===== config.mk =====
export PLATFORM = sky130hd
export DESIGN_NAME = sd2_mul
export DESIGN_NICKNAME = d
export VERILOG_FILES = /design/src/rtl/sd2_pkg.sv /design/src/rtl/sd2_mul.sv
export SDC_FILE = /design/constraint.sdc
export NUM_CORES = 2
export LEC_CHECK = 0
export ABC_AREA = 1
export BUFFER_PORTS_ARGS = -buffer_cell sky130_fd_sc_hd__buf_2
export CAP_MARGIN = 20
export CORE_ASPECT_RATIO = 1.75
export CORE_MARGIN = 2
export CORE_UTILIZATION = 60
export DETAILED_ROUTE_END_ITERATION = 7
export PLACE_DENSITY_LB_ADDON = 0.15
export SYNTH_ARGS = -nofsm -noshare
export SYNTH_HDL_FRONTEND = slang
export SYNTH_SLANG_ARGS = --single-unit

===== constraint.sdc =====
create_clock -name clk_i -period 18.05 [get_ports clk_i]
set_clock_uncertainty 0.1 [all_clocks]
set_input_delay 2.7075 -clock clk_i [delete_from_list [all_inputs] [get_ports clk_i]]
set_output_delay 2.7075 -clock clk_i [all_outputs]
set_load 0.01 [all_outputs]

===== src/rtl/sd2_pkg.sv =====
// sd2_pkg: shared constants, command struct and saturation helpers for
// the 2D smooth-damp block. No dependencies.
package sd2_pkg;

  localparam int CHANNELS_DEF = 16;
  localparam int FRAC_DEF     = 16;
  localparam int VEL_BITS     = 32;
  // fraction bits of the offset clamp ratio
  localparam int RATIO_BITS   = 30;

  // internal saturation limit, 2^61 LSB
  localparam logic [63:0]        SAT_LIM = 64'h2000_0000_0000_0000;
  localparam logic signed [63:0] SAT_POS = 64'sh2000_0000_0000_0000;
  localparam logic signed [63:0] SAT_NEG = -64'sh2000_0000_0000_0000;

  // multiplier command: start pulse and rounding point select
  typedef struct packed {
    logic start;
    logic ratio_mode;
  } mul_cmd_t;

  function automatic logic signed [63:0] sat61(input logic signed [63:0] a);
    if (a > SAT_POS) return SAT_POS;
    if (a < SAT_NEG) return SAT_NEG;
    return a;
  endfunction

  function automatic logic signed [31:0] sat32(input logic signed [63:0] a);
    if (a > 64'sd2147483647) return 32'sh7fff_ffff;
    if (a < -64'sd2147483648) return 32'sh8000_0000;
    return a[31:0];
  endfunction

  function automatic logic [63:0] mag64(input logic signed [63:0] a);
    return a[63] ? 64'(-a) : 64'(a);
  endfunction

endpackage


===== src/rtl/sd2_mul.sv =====
// sd2_mul: 64x64 unsigned multiplier built from one 32x32 product per cycle,
// with a rounded, saturated fixed-point result. Depends on sd2_pkg.
module sd2_mul #(
  parameter int FRACTION_BITS = sd2_pkg::FRAC_DEF
) (
  input  logic               clk_i,
  input  logic               rst_ni,
  input  sd2_pkg::mul_cmd_t  cmd_i,
  input  logic [63:0]        a_i,
  input  logic [63:0]        b_i,
  output logic               done_o,
  output logic [127:0]       prod_o,
  output logic [63:0]        rnd_o
);

  localparam logic [127:0] HALF_F = 128'd1 << (FRACTION_BITS - 1);
  localparam logic [127:0] HALF_R = 128'd1 << (sd2_pkg::RATIO_BITS - 1);

  logic         busy_q, fin_q, done_q, ratio_q;
  logic [1:0]   cnt_q;
  logic [63:0]  a_q, b_q, rnd_q;
  logic [127:0] acc_q;
  logic [31:0]  al, bl;
  logic [63:0]  pp;
  logic [6:0]   shamt;
  logic [127:0] pp_sh, rsum, rshift;
  logic [63:0]  rnd_d;

  // pick limbs for this partial product and align it
  always_comb begin
    al     = cnt_q[1] ? a_q[63:32] : a_q[31:0];
    bl     = cnt_q[0] ? b_q[63:32] : b_q[31:0];
    pp     = 64'(al) * 64'(bl);
    shamt  = {2'(cnt_q[1]) + 2'(cnt_q[0]), 5'd0};
    pp_sh  = 128'(pp) << shamt;
    rsum   = acc_q + (ratio_q ? HALF_R : HALF_F);
    rshift = ratio_q ? (rsum >> sd2_pkg::RATIO_BITS) : (rsum >> FRACTION_BITS);
    rnd_d  = (rshift > 128'(sd2_pkg::SAT_LIM)) ? sd2_pkg::SAT_LIM : rshift[63:0];
  end

  // sequence partial products, then round and register the result
  always_ff @(posedge clk_i or negedge rst_ni) begin
    if (!rst_ni) begin
      busy_q <= 1'b0;
      fin_q  <= 1'b0;
      done_q <= 1'b0;
      cnt_q  <= '0;
    end else begin
      done_q <= fin_q;
      fin_q  <= 1'b0;
      if (cmd_i.start) begin
        busy_q <= 1'b1;
        cnt_q  <= '0;
      end else if (busy_q) begin
        cnt_q <= cnt_q + 2'd1;
        if (cnt_q == 2'd3) begin
          busy_q <= 1'b0;
          fin_q  <= 1'b1;
        end
      end
    end
  end

  // operands, accumulator and result
  always_ff @(posedge clk_i) begin
    if (cmd_i.start) begin
      a_q     <= a_i;
      b_q     <= b_i;
      ratio_q <= cmd_i.ratio_mode;
      acc_q   <= '0;
    end else if (busy_q) begin
      acc_q <= acc_q + pp_sh;
    end
    if (fin_q) begin
      rnd_q <= rnd_d;
    end
  end

  assign done_o = done_q;
  assign prod_o = acc_q;
  assign rnd_o  = rnd_q;

endmodule


==> results of run 1 <==
## cell families after synthesis
kind of cell,synth area share [%]
fa+ha+maj,37.3
buf+inv,12.4
compound gates,9.44
xor+xnor,1.96
mux,0.0979
flops,13.8
other cells,0.00611
simple gates,25.0
## per-stage QoR
stage,cells,setup slack [ns]
floorplan,8678,8.37
CTS,10300,5.15
detailed placement,10200,5.20
global placement,10200,4.95
## metal layers
layer | GRT usage (%) | overflow
met3 | 63.0 | 26
met5 | 25.4 | 2
met4 | 86.4 | 703
met2 | 101 | 1460
met1 | 77.1 | 17
==> reports/qor.yml, run 1 <==
logic_synthesis:
  synthTopCellsByArea: "fa_1 29%, nand2_1 11%, inv_1 11%"
  synthFlopType: "edfxtp_1"
  yosysWarnings: 0
  synth_commonest_cells: "1,777 x nand2_1, 1,723 x inv_1, 1,493 x nor2_1, 897 x fa_1, 496 x o21ai_0"
  ys_types: 52
  synth_edf_count: 193
  postSynthCellCount: 8677
  synth.most_common_cell: "nand2_1"
  synth_top_cell_area_share_pct: 29.3
  synth_top_area_cell: "fa_1"
  ys_seq_area_share_pct: 13.8
  syn_avg_cell_area_sq_um: 7.07
  synth_area_sq_um: 61400
  ys_seq_elements: 326
  ys_async_sr_fraction_pct: 1.53
placement:
  dpl_cell_area_sq_um: 64700
  io_buffers: 324
  dp_hpwl_mm: 266
  gp_congestion: 1.26
global_routing:
  grt_usage_pct: 80.7
  grt_pass1_wl_mm: 630
  grt-ovfl-total: 2208
  grt_pass1_vias: 80400
  grt_max_degree: 77
clocking:
  clk_path_buf_depth: 3
  clk_root_buffer_cell: "clkbuf_16"
  htree_levels: 2
  postCtsHoldBufs: 0
  cts_setup_buffers: 0
  numCtsBuffers: 37
  cts_resized: 0
  cts.sink_count: 326
run_status:
  firstError: "[ERROR GRT-0116] Global routing finished with congestion. Check the congestion regions in the DRC Viewer."
  status: "aborted with a tool error"
  stop_stage: "global routing"
floorplan:
  start_util_pct: 60.4
  pin_count: 325
  row_count: 155
  die_h_um: 427
  dieWidth_um: 246
==> inputs of run 2 (changes only) <==
--- a/config.mk
+++ b/config.mk
@@ -8,9 +8,8 @@
 export ABC_AREA = 1
 export BUFFER_PORTS_ARGS = -buffer_cell sky130_fd_sc_hd__buf_2
 export CAP_MARGIN = 20
-export CORE_ASPECT_RATIO = 1.75
 export CORE_MARGIN = 2
-export CORE_UTILIZATION = 60
+export CORE_UTILIZATION = 40
 export DETAILED_ROUTE_END_ITERATION = 7
 export PLACE_DENSITY_LB_ADDON = 0.15
 export SYNTH_ARGS = -nofsm -noshare
==> reports/qor.yml, run 2 <==
cells_and_area:
  syn_to_final_growth_pct: 9.68
  layout_common_cells: "1,776 x nand2_1, 1,723 x inv_1, 1,492 x nor2_1"
  final_common_cell: "nand2_1"
  largest_reg_flops: 128
  layout-drive-gt1-share_pct: 7.48
  nNetsFinal: 10300
logic_synthesis:
  postSynthCellCount: 8677
  ys_async_sr_fraction_pct: 1.53
  yosysWarnings: 0
  ys_seq_area_share_pct: 13.8
  ys_seq_elements: 326
  synthFlopType: "edfxtp_1"
  synth_top_cell_area_share_pct: 29.3
  ys_types: 52
  synth_top_area_cell: "fa_1"
  synth.most_common_cell: "nand2_1"
  synth_commonest_cells: "1,777 x nand2_1, 1,723 x inv_1, 1,493 x nor2_1, 897 x fa_1, 496 x o21ai_0"
  syn_avg_cell_area_sq_um: 7.07
  synthTopCellsByArea: "fa_1 29%, nand2_1 11%, inv_1 11%"
  synth_edf_count: 193
  synth_area_sq_um: 61400
critical_path:
  arrival_ns: 14.74
  endpoint_kind: "flip-flop"
  crit_fanout: 45
  cpLargestDelayFamily: "adder cells"
  ff2ff_setup_slack_ns: 3.77
  required_ns: 18.51
  critPathMaxStageDelay_ns: 0.97
  regToRegStartpoint: "cnt_q[0]$_DFFE_PN0P_"
  critPathBufInv: 11
  r2r_end: "prod_o[97]$_SDFFE_PP0P_"
  critPathLaunchType: "flip-flop"
  path_class: "flip-flop to flip-flop"
  reg2regPathDepth: 44
  worst_path_max_delay_cell: "clkinv_1"
global_routing:
  grt_usage_pct: 39.9
  grt-ovfl-total: 0
  grt_pass1_vias: 60400
  grt_pass1_wl_mm: 443
  antenna_found_initial: 22
  grt_max_degree: 70
drt:
  drc: 0
  via_per_inst: 5.60
  antenna_left: 0
  first_pass_iters: 8
  drt_iter0_drc: 7395
  vias: 61600
  drt-total-wl_mm: 315
  drt-wirelength-per-cell_um: 28.6
placement:
  dp_hpwl_mm: 264
  dp_slack_ns: 4.33
  gp_congestion: 1.07
  io_buffers: 324
sta:
  rsz0062_at_grt: "false"
  final.period_utilization_pct: 79.1
  finalCriticalPeriod_ns: 14.28
  tns_ns: 0
  timing.fmax_mhz: 70.0
  slew_headroom_pct: 18.1
  drv_slew: 0
  hold_viol_final: 0
  tightest_slew_ns: 1.22
  fin_ws_ns: 3.77
  finalSetupViolCount: 0
clocking:
  numCtsBuffers: 45
  cts.sink_count: 326
  clk_path_buf_depth: 3
  insertion_delay_ns: 0.68
  path_clk_slew_ns: 0.06
  cts_tree: "done"
  cts_setup_buffers: 0
  postCtsHoldBufs: 0
  clk_root_buffer_cell: "clkbuf_16"
  htree_levels: 2
  cts_resized: 0
floorplan:
  dieArea_sq_um: 157000
  core_area_sq_um: 152000
  start_util_pct: 40.3
  dieWidth_um: 396
  pin_count: 325
  die_h_um: 396
  row_count: 143
min_path:
  holdPathEnd: "prod_o[0]$_SDFFE_PP0P_"
  hold_class: "flip-flop to flip-flop"
  hold-path-cell-count: 2
  hold_start: "prod_o[0]$_SDFFE_PP0P_"
run_status:
  status: "finished clean"
job:
  drv_cap: 0
## run 2: cell counts after synthesis
No cell type changed its count.
## run 2: area by class of cell
cell class / count / area (sq um)
Inverter: 1762 / 6620
Tap cell: 2030 / 2540
Timing Repair Buffer: 445 / 2570
Clock buffer: 66 / 1330
Clock inverter: 16 / 220
Sequential cell: 326 / 8490
Multi-Input combinational cell: 6340 / 45500
Antenna cell: 8 / 20.0
Fill cell: 16200 / 84800
## run 2: through the flow
| stage | hold WS (ns) | instances | area [sq um] | util, % |
|---|---|---|---|---|
| 2_1_floorplan | 0.402 | 8678 | 61400 | - |
| 3_3_place_gp | 0.374 | 10900 | 65600 | 43.1 |
| 3_5_place_dp | 0.382 | 10900 | 65600 | 43.2 |
| 4_1_cts | 0.392 | 11000 | 67200 | 44.2 |
| 5_1_grt | 0.417 | 11000 | 67300 | 44.2 |
| 6_report | 0.390 | 11000 | 67300 | 44.2 |
## run 2: worst max path at each step
| stage | startpoint | endpoint | slack (ns) | depth (start not counted) |
|---|---|---|---|---|
| final | cnt_q[0]$_DFFE_PN0P_ | prod_o[97]$_SDFFE_PP0P_ | 3.77 | 44 |
| after global routing | cnt_q[0]$_DFFE_PN0P_ | prod_o[107]$_SDFFE_PP0P_ | 3.35 | 41 |
| after CTS | cnt_q[0]$_DFFE_PN0P_ | prod_o[97]$_SDFFE_PP0P_ | 4.30 | 44 |
| after detailed placement | cnt_q[0]$_DFFE_PN0P_ | prod_o[97]$_SDFFE_PP0P_ | 4.33 | 44 |
| after global placement | cnt_q[0]$_DFFE_PN0P_ | prod_o[109]$_SDFFE_PP0P_ | 4.03 | 45 |
| after floorplan | cnt_q[0]$_DFFE_PN0P_ | prod_o[71]$_SDFFE_PP0P_ | 8.37 | 44 |
## run 2: worst reg2reg max path: cells and delay by family (launching register included)
family                   cells  cell delay [ns]
buffers and inverters       11             2.55
XOR/XNOR                     1             0.22
AND/OR/NAND/NOR             12             3.34
adder cells (fa/ha/maj)     10             4.68
AO/OA/AOI/OAI               10             2.70
flip-flops                   1             0.60
## run 2: cells by family after synthesis
kind of cell	synth area share [%]
adders and majority gates	37.3
muxes	0.0979
and+or+nand+nor	25.0
xor gates and xnor gates	1.96
buffers and inverters	12.4
DFF	13.8
other	0.00611
AOI/OAI and AO/OA	9.44
## run 2: per-layer routing
layer	vias to the layer above	global-route usage [%]	share of wire, %
li1	27000	-	-
met1	30700	59.5	45
met2	3423	53.6	38
met3	427	15.2	13
met4	12	9.64	2.7
met5	-	0.400	0.050
Power of run 2 is left out: the tool's default activity adds up to more than one toggle a clock period on the data nets, which glitch-free logic cannot reach.
