[src/rtl/sd2_div.sv]
// sd2_div: 64-bit unsigned restoring divider, one quotient bit per cycle.
// No package dependencies.
module sd2_div (
  input  logic        clk_i,
  input  logic        rst_ni,
  input  logic        start_i,
  input  logic [63:0] num_i,
  input  logic [63:0] den_i,
  output logic        done_o,
  output logic [63:0] quo_o
);

  logic        busy_q, done_q;
  logic [5:0]  cnt_q;
  logic [63:0] num_q, den_q, quo_q;
  logic [64:0] rem_q, rem_sh, rem_nx;
  logic        ge;

  // one restoring step
  always_comb begin
    rem_sh = {rem_q[63:0], num_q[63]};
    ge     = rem_sh >= {1'b0, den_q};
    rem_nx = ge ? rem_sh - {1'b0, den_q} : rem_sh;
  end

  // step count and done pulse
  always_ff @(posedge clk_i or negedge rst_ni) begin
    if (!rst_ni) begin
      busy_q <= 1'b0;
      done_q <= 1'b0;
      cnt_q  <= '0;
    end else begin
      done_q <= 1'b0;
      if (start_i) begin
        busy_q <= 1'b1;
        cnt_q  <= '0;
      end else if (busy_q) begin
        cnt_q <= cnt_q + 6'd1;
        if (cnt_q == 6'd63) begin
          busy_q <= 1'b0;
          done_q <= 1'b1;
        end
      end
    end
  end

  // shift dividend in, quotient bits out
  always_ff @(posedge clk_i) begin
    if (start_i) begin
      num_q <= num_i;
      den_q <= den_i;
      rem_q <= '0;
      quo_q <= '0;
    end else if (busy_q) begin
      num_q <= {num_q[62:0], 1'b0};
      rem_q <= rem_nx;
      quo_q <= {quo_q[62:0], ge};
    end
  end

  assign done_o = done_q;
  assign quo_o  = quo_q;

endmodule

[config.mk]
export PLATFORM = sky130hd
export DESIGN_NAME = sd2_div
export DESIGN_NICKNAME = d
export VERILOG_FILES = /design/src/rtl/sd2_div.sv
export SDC_FILE = /design/constraint.sdc
export NUM_CORES = 1
export LEC_CHECK = 0
export BUFFER_PORTS_ARGS = -buffer_cell sky130_fd_sc_hd__buf_2
export CAP_MARGIN = 15
export CORE_ASPECT_RATIO = 1.4
export CORE_MARGIN = 2
export CORE_UTILIZATION = 60
export CTS_BUF_LIST = sky130_fd_sc_hd__clkbuf_4
export DETAILED_ROUTE_END_ITERATION = 6
export PLACE_DENSITY = 0.83
export SLEW_MARGIN = 10
export SYNTH_ARGS = -nofsm -noshare
export SYNTH_HDL_FRONTEND = slang
export SYNTH_SLANG_ARGS = --single-unit
[constraint.sdc]
create_clock -name clk_i -period 3.51 [get_ports clk_i]
set_input_delay 0.702 -clock clk_i [delete_from_list [all_inputs] [get_ports clk_i]]
set_output_delay 0.702 -clock clk_i [all_outputs]
set_load 0.03 [all_outputs]
# ---- Word level (Yosys, flattened, before mapping)
# Index checks and enable logic that the tools add are counted.
dict set report word_totals {
  register_bits 264
  inputBits 131
  out_inout_bits 65
  wordCells 23
}
dict set report classes {
  n_addsub 2
  magnitude_cmp 1
  eq_ne 1
  mux 11
  reduce_logical 1
}
# operator n
set ops {}
lappend ops {{64-bit 2-to-1 mux} 3}
lappend ops {{65-bit by 64-bit >= comparator with 1-bit output} 1}
lappend ops {{64-bit subtractor} 1}
lappend ops {{6-bit 2-to-1 mux} 2}
lappend ops {{6-bit by 1-bit adder with 6-bit output (second input constant)} 1}
lappend ops {{6-bit equality test (second input constant)} 1}
lappend ops {{1-bit 2-to-1 mux} 6}
lappend ops {{2-bit nonzero test} 1}

# ---- Depth between registers and ports, before layout
# Gate-level depths: netlist of the first run.
dict set report logic_depth {
  ltp_word 4
  ltp_mapped 16
  ltp_nobuf 14
}

# ---- Worst setup path before layout of the first run
# Ideal clock, no wire load.
dict set report synth_timing {
  kind {flip-flop to flip-flop}
  start {reg den_q[1]}
  end {reg rem_q[0]}
  setup_time_ns 0.086
  arrival_ns 3.073
  required_time_ns 3.424
  setup_slack_ns 0.351
  stages_incl_launch_ff 14
  n_path_buf 0
  synth_period_minus_slack_ns 3.159
  path_cell_list {edfxtp_1 -> inv_1 -> ha_1 -> nor2b_1 -> o2111ai_1 -> nand2_1 -> o211ai_2 -> a21oi_2 -> a31oi_4 -> a21oi_2 -> a221o_2 -> a31oi_4 -> mux2_2 -> a211oi_1}
}
dict set report synth_via {
  elab_chain_cells 2
}
# element line
set synth_lines {}
lappend synth_lines {{start, declared} 15} ;# logic [63:0] num_q, den_q, quo_q;
lappend synth_lines {{start signal, assigned} 51} ;# den_q <= den_i;
lappend synth_lines {{65-bit by 64-bit >= comparator with 1-bit output} 22} ;# ge = rem_sh >= {1'b0, den_q};
lappend synth_lines {{64-bit 2-to-1 mux} 23} ;# rem_nx = ge ? rem_sh - {1'b0, den_q} : rem_sh;
lappend synth_lines {{end signal, assigned} 56} ;# rem_q <= rem_nx;
lappend synth_lines {{end, declared} 16} ;# logic [64:0] rem_q, rem_sh, rem_nx;
# Every way passes these cells.
# A chain may end at the register's enable or synchronous reset.

# ---- Final worst setup path of the first run
dict set report layout_timing {
  start {reg rem_q[46]}
  end {reg rem_q[31]}
}
dict set report layout_via {
  elab_chain_cells 2
}
# element line
set layout_lines {}
lappend layout_lines {{65-bit by 64-bit >= comparator with 1-bit output} 22}
lappend layout_lines {{64-bit 2-to-1 mux} 23}
# Every way passes these cells.

==> flow_summary.yaml, run 1 <==
pwr:
  swShare: 0.374
  leakage_uw: 0.00771
  p_comb_frac: 0.413
  p_switching_uw: 4380
  p_clk_frac: 0.243
  p_int_uw: 7350
  p_per_area_mw_per_mm2: 713
  sequentialPowerShare: 0.344
  peakVddDrop_uv: 372
  power_uw: 11700
synthesis:
  syn_nets: 1584
  ys_warn_count: 0
  synth.avg_cell_area_um2: 10.1
  synth-compound-area-share: 0.155
  synth_edf_count: 128
  synth_xor_area_frac: 0.0388
  synth_cell_types: 68
  synthFlopType: "edfxtp_1"
  synthMuxAreaShare: 0.106
  synth_cells: 1387
  synth-async-reset-ratio: 0.0303
  synth_top_family_by_area: "compound AO/OA/AOI/OAI gates"
  synth_area_mm2: 0.0140
  seq_area_frac_synth: 0.472
  synthSimpleGateAreaFrac: 0.125
  ys_seq_elements: 264
  synthAdderAreaFrac: 0.0595
layout:
  area_growth_pct: 17.5
  final_layout_size_suffix_gt1_frac: 0.272
  fin_nets: 1824
  fin_area_mm2: 0.0165
  utilization: 0.712
sta:
  rsz0062_at_grt: "false"
  final_hold_viol_count: 0
  max_freq_mhz: 293
  tightest_slew_ns: 0.811
  finalSetupViolCount: 0
  fin_skew_ns: 0.0550
  fin_crit_ns: 3.41
  relSlewSlack: 0.459
  fin_crit_sh: 0.972
  final.setup.worst_slack_ns: 0.0971
  holdWs_ns: 0.156
  slew_violations: 0
global_routing:
  grt.overflow.total: 0
  grt_max_degree: 140
  track_usage: 0.267
  antenna_found_initial: 4
  grt_pass1_wl_mm: 53.3
  top_usage_layer: "met2"
  grt_pass1_vias: 11500
  met3_usage: 0.0755
  gr-usage-met2: 0.481
  use_met1: 0.287
floorplanning:
  die-area_mm2: 0.0246
  die_height_um: 185
  rows: 66
  io_pins: 196
  start_util: 0.606
  core_mm2: 0.0231
  die_x_um: 133
setup_path:
  critical_path.max_fanout: 19
  required_ns: 4.13
  crit_type: "flip-flop to flip-flop"
  start_kind: "flip-flop"
  rr_worst_depth: 12
  critPathCaptureType: "flip-flop"
  rr_startpoint: "rem_q[46]$_SDFFE_PP0P_"
  rrSetupSlack_ns: 0.1
  cp.arrival_ns: 4.04
  reg2reg_to: "rem_q[31]$_SDFFE_PP0P_"
  critPathLaunch: "rem_q[46]$_SDFFE_PP0P_"
detailed_routing:
  drt_wl_total_mm: 33.5
  drc_errors: 1
  drtAntennaViolNets: 0
  routedWlPerCell_um: 16.9
  num_vias: 11400
  via_per_inst: 5.73
  firstDrtPassIters: 7
  first_iter_violations: 542
clock_network:
  cts_buffer_depth: 3
  insertion_delay_ns: 0.73
  cts_buffers: 67
  cts_root_buf: "clkbuf_4"
  cts_num_sinks: 264
  cts_tree: "done"
  htree_levels: 3
  cts.reportedPaths.clkPinSlew_ns: 0.08
run_status:
  violations: "DRC"
  status: "finished, violations left"
job:
  drv_cap: 0
place:
  post_dp_cell_area_mm2: 0.0154
  pre_cts_slack_ns: -0.106
  dpl.hpwl_mm: 23.8
  place_congestion: 0.939
  portBuffers: 195
hold_path:
  hp-start: "den_i[31]"
  whs_path_depth: 1
  hold_path_class: "input pin to flip-flop"
  min_to: "den_q[31]$_DFFE_PP_"
power by group through the flow:
stage	sequential, uW	combinational (uW)	clock (uW)
3_3_place_gp	4080	4530	0
6_report	4040	4840	2850
2_1_floorplan	4010	3490	0
5_1_grt	4100	5310	3060
3_5_place_dp	4090	4600	0
4_1_cts	4040	4690	2920
worst max-delay path: stages (launching register included):
cell and delay [ns]:
dfxtp_1 0.35, ha_2 0.39, nand4_1 0.18, or4_1 0.60, nand3b_1 0.19, nor4bb_1 0.31
nor4_1 0.09, o21ai_1 0.19, a31oi_4 0.10, buf_4 0.18, buf_12 0.14, or2_2 0.31
a311oi_2 0.26
state kept, by name, indices dropped and copies added (netlist names):
| name | cells |
|---|---|
| busy_q | 1 |
| cnt_q | 6 |
| den_q | 64 |
| num_q | 64 |
| rem_q | 64 |
| done_o | 1 |
| quo_o | 64 |
synthesized netlist by cell type (6+ instances only):
library cell	count	area, um2
xnor2_1	36	315
o21ai_0	52	260
dfrtp_1	8	200
and3_1	12	75.1
nand2_1	149	559
nor2b_1	10	62.6
and2_1	8	50.1
a21oi_1	66	330
o21bai_1	15	113
nor2_1	154	578
buf_1	7	26.3
xor2_1	26	228
nand3_1	20	100
nor3_1	7	35.0
a31oi_1	9	56.3
clkbuf_1	50	188
a311oi_2	14	210
ha_1	65	813
a21o_1	38	285
a311oi_1	30	263
inv_1	81	304
a211oi_1	15	113
nand4_1	16	100
dfxtp_1	128	2560
o21a_1	10	75.1
mux2_2	64	721
buf_4	6	45.0
edfxtp_1	128	3840
mux2i_1	76	761
o211ai_1	6	45.0
placed cells by master, fill, tap and decap left out, types with 26 or more instances in the layout:
| cell type | n |
|---|---|
| a21o_1 | 38 |
| a21oi_1 | 62 |
| a311oi_1 | 30 |
| buf_2 | 194 |
| buf_4 | 41 |
| clkbuf_4 | 95 |
| dfxtp_1 | 128 |
| edfxtp_1 | 128 |
| ha_1 | 64 |
| inv_1 | 80 |
| mux2_2 | 64 |
| mux2i_1 | 76 |
| nand2_1 | 149 |
| nor2_1 | 154 |
| o21ai_0 | 51 |
| xnor2_1 | 36 |
| xor2_1 | 26 |
layout make-up:
class                           count  area (um2)
Antenna cell                        4        10.0
Clock buffer                       95         713
Clock inverter                     22         203
Fill cell                        1777        6660
Inverter                           81         304
Multi-Input combinational cell    971        6840
Sequential cell                   264        6610
Tap cell                          306         383
Timing Repair Buffer              242        1400
routing by layer:
metal	up-vias	part of all wire
li1	5511	-
met1	5379	0.38
met2	367	0.51
met3	110	0.066
met4	2	0.040
met5	-	0.00021
worst max path at each step:
stage	end	depth (start not counted)	slack, ns
2_1_floorplan	rem_q[0]$_SDFFE_PP0P_	13	0.35
3_3_place_gp	rem_q[50]$_SDFFE_PP0P_	14	-0.04
4_1_cts	rem_q[31]$_SDFFE_PP0P_	15	-0.03
6_report	rem_q[31]$_SDFFE_PP0P_	12	0.1
5_1_grt	rem_q[31]$_SDFFE_PP0P_	13	0.01
3_5_place_dp	rem_q[42]$_SDFFE_PP0P_	14	-0.11
logic make-up (layout without fill, tap and decap cells):
logic type                 Yosys count  in the layout
and+or+nand+nor                    402            402
AOI/OAI and AO/OA                  301            301
DFF                                264            264
buffers and inverters              152            440
muxes                              140            140
adders and majority gates           66             66
xor gates and xnor gates            62             62
other                                0              4
through the flow:
stage                     std cells  TNS [ns]
after floorplan                1387         0
after global placement         1854   -0.0398
after detailed placement       1854    -0.254
after CTS                      1975   -0.0299
after global routing           1984         0
final                          1985         0
timing repair:
item,4_1_cts,5_1_grt
gates resized for setup,2,14
buffers inserted,3,6
setup endpoints to repair,7,59
hold buffers,1,0
pin swaps,4,12
endpoints found under the hold margin,8,0
Note: power is estimated with default switching activity, not from simulation.
==> run 2, diff against run 1 <==
Settings changed: MAX_ROUTING_LAYER from default to met4, SLEW_MARGIN 10 to 30.
==> flow_summary.yaml, run 2 (synthesis gave the netlist of run 1 again) <==
setup_path:
  slowest_delay_ns: 0.41
  cp.arrival_ns: 3.98
  reg2reg_to: "rem_q[52]$_SDFFE_PP0P_"
  rr_worst_depth: 14
  required_ns: 4.11
  cp_slowest_cell: "fa_1"
  crit_buf_inv: 1
  critPathCaptureType: "flip-flop"
  critPathTopFamily: "compound AO/OA/AOI/OAI gates"
  start_kind: "flip-flop"
  crit_type: "flip-flop to flip-flop"
  path_cells: "ha_1, fa_1, nor2b_1, o31ai_2, and2_1, o211ai_1, a21oi_1, a211oi_2, buf_4, a221o_1, nand3_1, xnor2_1, nand2_1, a311oi_1"
  rr_startpoint: "den_q[0]$_DFFE_PP_"
  critical_path.max_fanout: 4
  rrSetupSlack_ns: 0.12
hold_path:
  hp-start: "den_i[20]"
  min_to: "den_q[20]$_DFFE_PP_"
  hold_path_class: "input pin to flip-flop"
  whs_path_depth: 1
place:
  portBuffers: 195
  dpl.hpwl_mm: 24.1
  place_congestion: 0.973
  dpl.cell_count: 1855
layout:
  fin_nets: 1821
  mostFrequentLayoutCells: "buf_2 (194), nor2_1 (154), nand2_1 (148)"
  fillCellCount: 1749
  area_growth_pct: 17.0
  final_layout_size_suffix_gt1_frac: 0.275
  mostFrequentLayoutCell: "buf_2"
  finalNonFillerCells: 1984
sta:
  tightest_slew_ns: 0.798
  final_hold_viol_count: 0
  fin_crit_ns: 3.39
  relSlewSlack: 0.468
  max_freq_mhz: 295
  slew_violations: 0
  fin_crit_sh: 0.965
  holdWs_ns: 0.181
  finalSetupViolCount: 0
  fin_skew_ns: 0.0366
detailed_routing:
  drtAntennaViolNets: 0
  drc_errors: 0
  firstDrtPassIters: 5
  routedWlPerCell_um: 17.0
  via_per_inst: 5.71
  num_vias: 11300
  drt_wl_total_mm: 33.6
  first_iter_violations: 563
floorplanning:
  core_mm2: 0.0231
  die-area_mm2: 0.0246
  io_pins: 196
  rows: 66
  die_x_um: 133
  die_height_um: 185
  start_util: 0.606
global_routing:
  grt_pass1_wl_mm: 54.2
  grt_max_degree: 140
  antenna_found_initial: 5
  grt.overflow.total: 0
  track_usage: 0.279
  grt_pass1_vias: 11500
run_status:
  status: "complete, no violations"
job:
  drv_cap: 0
clock_network:
  cts_buffer_depth: 3
  cts_num_sinks: 264
  insertion_delay_ns: 0.70
  cts.reportedPaths.clkPinSlew_ns: 0.06
  cts_buffers: 66
  cts_root_buf: "clkbuf_4"
  htree_levels: 3
  cts_tree: "done"
pwr:
  leakage_uw: 0.00767
  p_per_area_mw_per_mm2: 699
  peakVddDrop_uv: 358
[run 2: cell count changes in the layout (fill, tap and decap cells not counted), sizes merged]
cell      before  now
clkinvlp       1    0
clkbuf        95   98
bufinv         4    0
clkinv        17   15
diode          4    5
inv           81   85
buf          241  239
[run 2: report_power, final]
group / total (uW) / leakage (uW) / switching [uW] / internal, uW
combinational: 4860 / 0.00472 / 2790 / 2080
sequential: 4050 / 0.00245 / 329 / 3720
clock: 2540 / 0.000496 / 1260 / 1280
[run 2: through the flow]
step	setup TNS [ns]	util	worst slack [ns]	instance area [um2]	power [uW]
floorplan	0	-	0.351	14000	7500
global placement	-0.153	0.666	-0.0769	15400	8640
detailed placement	-0.375	0.666	-0.126	15400	8730
CTS	0	0.703	0.0161	16300	11300
global route	-0.0321	0.709	-0.0208	16400	12200
finish	0	0.709	0.122	16400	11500
[run 2: layout make-up]
type	count	area, um2	area share
Clock inverter	19	77.6	0.00473
Multi-Input combinational cell	971	6880	0.420
Tap cell	306	383	0.0234
Clock buffer	98	736	0.0449
Sequential cell	264	6610	0.403
Antenna cell	5	12.5	0.000763
Timing Repair Buffer	240	1390	0.0850
Inverter	81	304	0.0185
[run 2: worst max-delay path by stage]
stage / from / to / slack [ns] / cells past startpoint
final: den_q[0]$_DFFE_PP_ / rem_q[52]$_SDFFE_PP0P_ / 0.12 / 14
after global routing: den_q[0]$_DFFE_PP_ / rem_q[52]$_SDFFE_PP0P_ / -0.02 / 14
after CTS: den_q[6]$_DFFE_PP_ / rem_q[31]$_SDFFE_PP0P_ / 0.02 / 15
after detailed placement: num_q[63]$_DFFE_PP_ / rem_q[42]$_SDFFE_PP0P_ / -0.13 / 15
after global placement: den_q[2]$_DFFE_PP_ / rem_q[50]$_SDFFE_PP0P_ / -0.08 / 14
after floorplan: den_q[1]$_DFFE_PP_ / rem_q[0]$_SDFFE_PP0P_ / 0.35 / 13
[run 2: layer usage]
metal / part of all wire / track usage / vias to the layer above
met5: 0 / - / -
met4: 0.034 / 0.125 / 0
met3: 0.063 / 0.0687 / 91
met2: 0.51 / 0.486 / 377
met1: 0.39 / 0.303 / 5362
li1: - / - / 5490
[run 2: what timing repair did]
| action | CTS | global route |
|---|---|---|
| setup buffers | 2 | 4 |
| setup endpoints to repair | 6 | 59 |
| gates resized for setup | 2 | 24 |
| pin swaps | 1 | 9 |
| endpoints found under the hold margin | 8 | 0 |
| hold buffers | 1 | 0 |
==> run 3, diff against run 2 <==
Settings changed: PLACE_DENSITY 0.83 to default, PLACE_DENSITY_LB_ADDON from default to 0.08.
==> flow_summary.yaml, run 3 (synthesis gave the netlist of run 1 again) <==
run_status:
  status: "complete, no violations"
clock_network:
  insertion_delay_ns: 0.71
  cts_buffer_depth: 3
  cts_root_buf: "clkbuf_4"
  cts.reportedPaths.clkPinSlew_ns: 0.07
  cts_num_sinks: 264
  htree_levels: 3
  cts_buffers: 68
  cts_tree: "done"
floorplanning:
  core_mm2: 0.0231
  start_util: 0.606
  rows: 66
  die-area_mm2: 0.0246
  io_pins: 196
  die_height_um: 185
  die_x_um: 133
global_routing:
  grt_max_degree: 94
  track_usage: 0.270
  grt_pass1_wl_mm: 52.4
  antenna_found_initial: 3
  grt_pass1_vias: 11200
  grt.overflow.total: 0
hold_path:
  whs_path_depth: 1
  min_to: "den_q[14]$_DFFE_PP_"
  hp-start: "den_i[14]"
  hold_path_class: "input pin to flip-flop"
pwr:
  p_per_area_mw_per_mm2: 706
  leakage_uw: 0.00772
  power_uw: 11600
  peakVddDrop_uv: 410
layout:
  fin_nets: 1821
  utilization: 0.712
  mostFrequentLayoutCell: "buf_2"
  mostFrequentLayoutCells: "buf_2 (194), nor2_1 (154), nand2_1 (147)"
  area_growth_pct: 17.5
  final_layout_size_suffix_gt1_frac: 0.275
  fin_area_mm2: 0.0165
setup_path:
  rr_startpoint: "den_q[47]$_DFFE_PP_"
  critical_path.max_fanout: 9
  start_kind: "flip-flop"
  critPathCaptureType: "flip-flop"
  rrSetupSlack_ns: 0.20
  rr_worst_depth: 13
  cp.arrival_ns: 3.93
  required_ns: 4.13
  crit_type: "flip-flop to flip-flop"
  reg2reg_to: "rem_q[31]$_SDFFE_PP0P_"
detailed_routing:
  via_per_inst: 5.63
  num_vias: 11200
  drt_wl_total_mm: 32.6
  drtAntennaViolNets: 0
  firstDrtPassIters: 5
  drc_errors: 0
  routedWlPerCell_um: 16.4
  first_iter_violations: 541
place:
  portBuffers: 195
  dpl.hpwl_mm: 23.2
  post_dp_cell_area_mm2: 0.0154
  place_congestion: 0.969
sta:
  holdWs_ns: 0.167
  finalSetupViolCount: 0
  slew_violations: 0
  fin_skew_ns: 0.0293
  relSlewSlack: 0.479
  fin_crit_sh: 0.943
  tightest_slew_ns: 0.781
  final_hold_viol_count: 0
  max_freq_mhz: 302
  fin_crit_ns: 3.31
job:
  drv_cap: 0
## run 3: power by group
group / leakage, uW / switching (uW) / internal [uW]
sequential: 0.00245 / 333 / 3720
clock: 0.000540 / 1280 / 1430
combinational: 0.00474 / 2760 / 2100
total: 0.00772 / 4360 / 7250
## run 3: area by class of cell
type	count	area [um2]
Antenna cell	3	7.51
Clock buffer	104	781
Clock inverter	19	106
Fill cell	1819	6670
Inverter	81	304
Multi-Input combinational cell	971	6840
Sequential cell	264	6610
Tap cell	306	383
Timing Repair Buffer	238	1420
## run 3: how the worst max path moves through the flow
stage / slack, ns / startpoint / endpoint
2_1_floorplan: 0.35 / den_q[1]$_DFFE_PP_ / rem_q[0]$_SDFFE_PP0P_
3_3_place_gp: 0.23 / den_q[1]$_DFFE_PP_ / rem_q[51]$_SDFFE_PP0P_
3_5_place_dp: 0.11 / den_q[1]$_DFFE_PP_ / rem_q[47]$_SDFFE_PP0P_
4_1_cts: 0.11 / den_q[0]$_DFFE_PP_ / rem_q[62]$_SDFFE_PP0P_
5_1_grt: -0.004 / den_q[16]$_DFFE_PP_ / rem_q[31]$_SDFFE_PP0P_
6_report: 0.20 / den_q[47]$_DFFE_PP_ / rem_q[31]$_SDFFE_PP0P_
## run 3: timing repair
item / 4_1_cts / 5_1_grt
hold buffers: 1 / 0
setup endpoints to repair: 0 / 40
resized for setup: 0 / 23
endpoints found under the hold margin: 8 / 0
buffers inserted: 0 / 1
## run 3: worst max-delay path: stages, from the launching register on
cell	delay, ns
edfxtp_1	0.32
inv_1	0.05
ha_1	0.37
nand4_1	0.21
or4_1	0.61
nand3b_1	0.19
nor4bb_1	0.31
nor4_1	0.08
o21ai_1	0.18
a31oi_4	0.06
buf_12	0.17
buf_6	0.13
or2_2	0.30
a311oi_2	0.26
## run 3: layer usage
layer  up-vias  share of wire  GRT usage
met2       351           0.50      0.457
met4         0          0.038      0.152
met5         -              0          -
met3        80          0.063     0.0567
met1      5261           0.40      0.299
li1       5499              -          -
## run 3: per-stage QoR
| step | std cells | worst slack (ns) | setup TNS, ns |
|---|---|---|---|
| after floorplan | 1387 | 0.351 | 0 |
| after global placement | 1857 | 0.234 | 0 |
| after detailed placement | 1857 | 0.114 | 0 |
| after CTS | 1981 | 0.106 | 0 |
| after global routing | 1986 | -0.00373 | -0.00373 |
| final | 1986 | 0.200 | 0 |
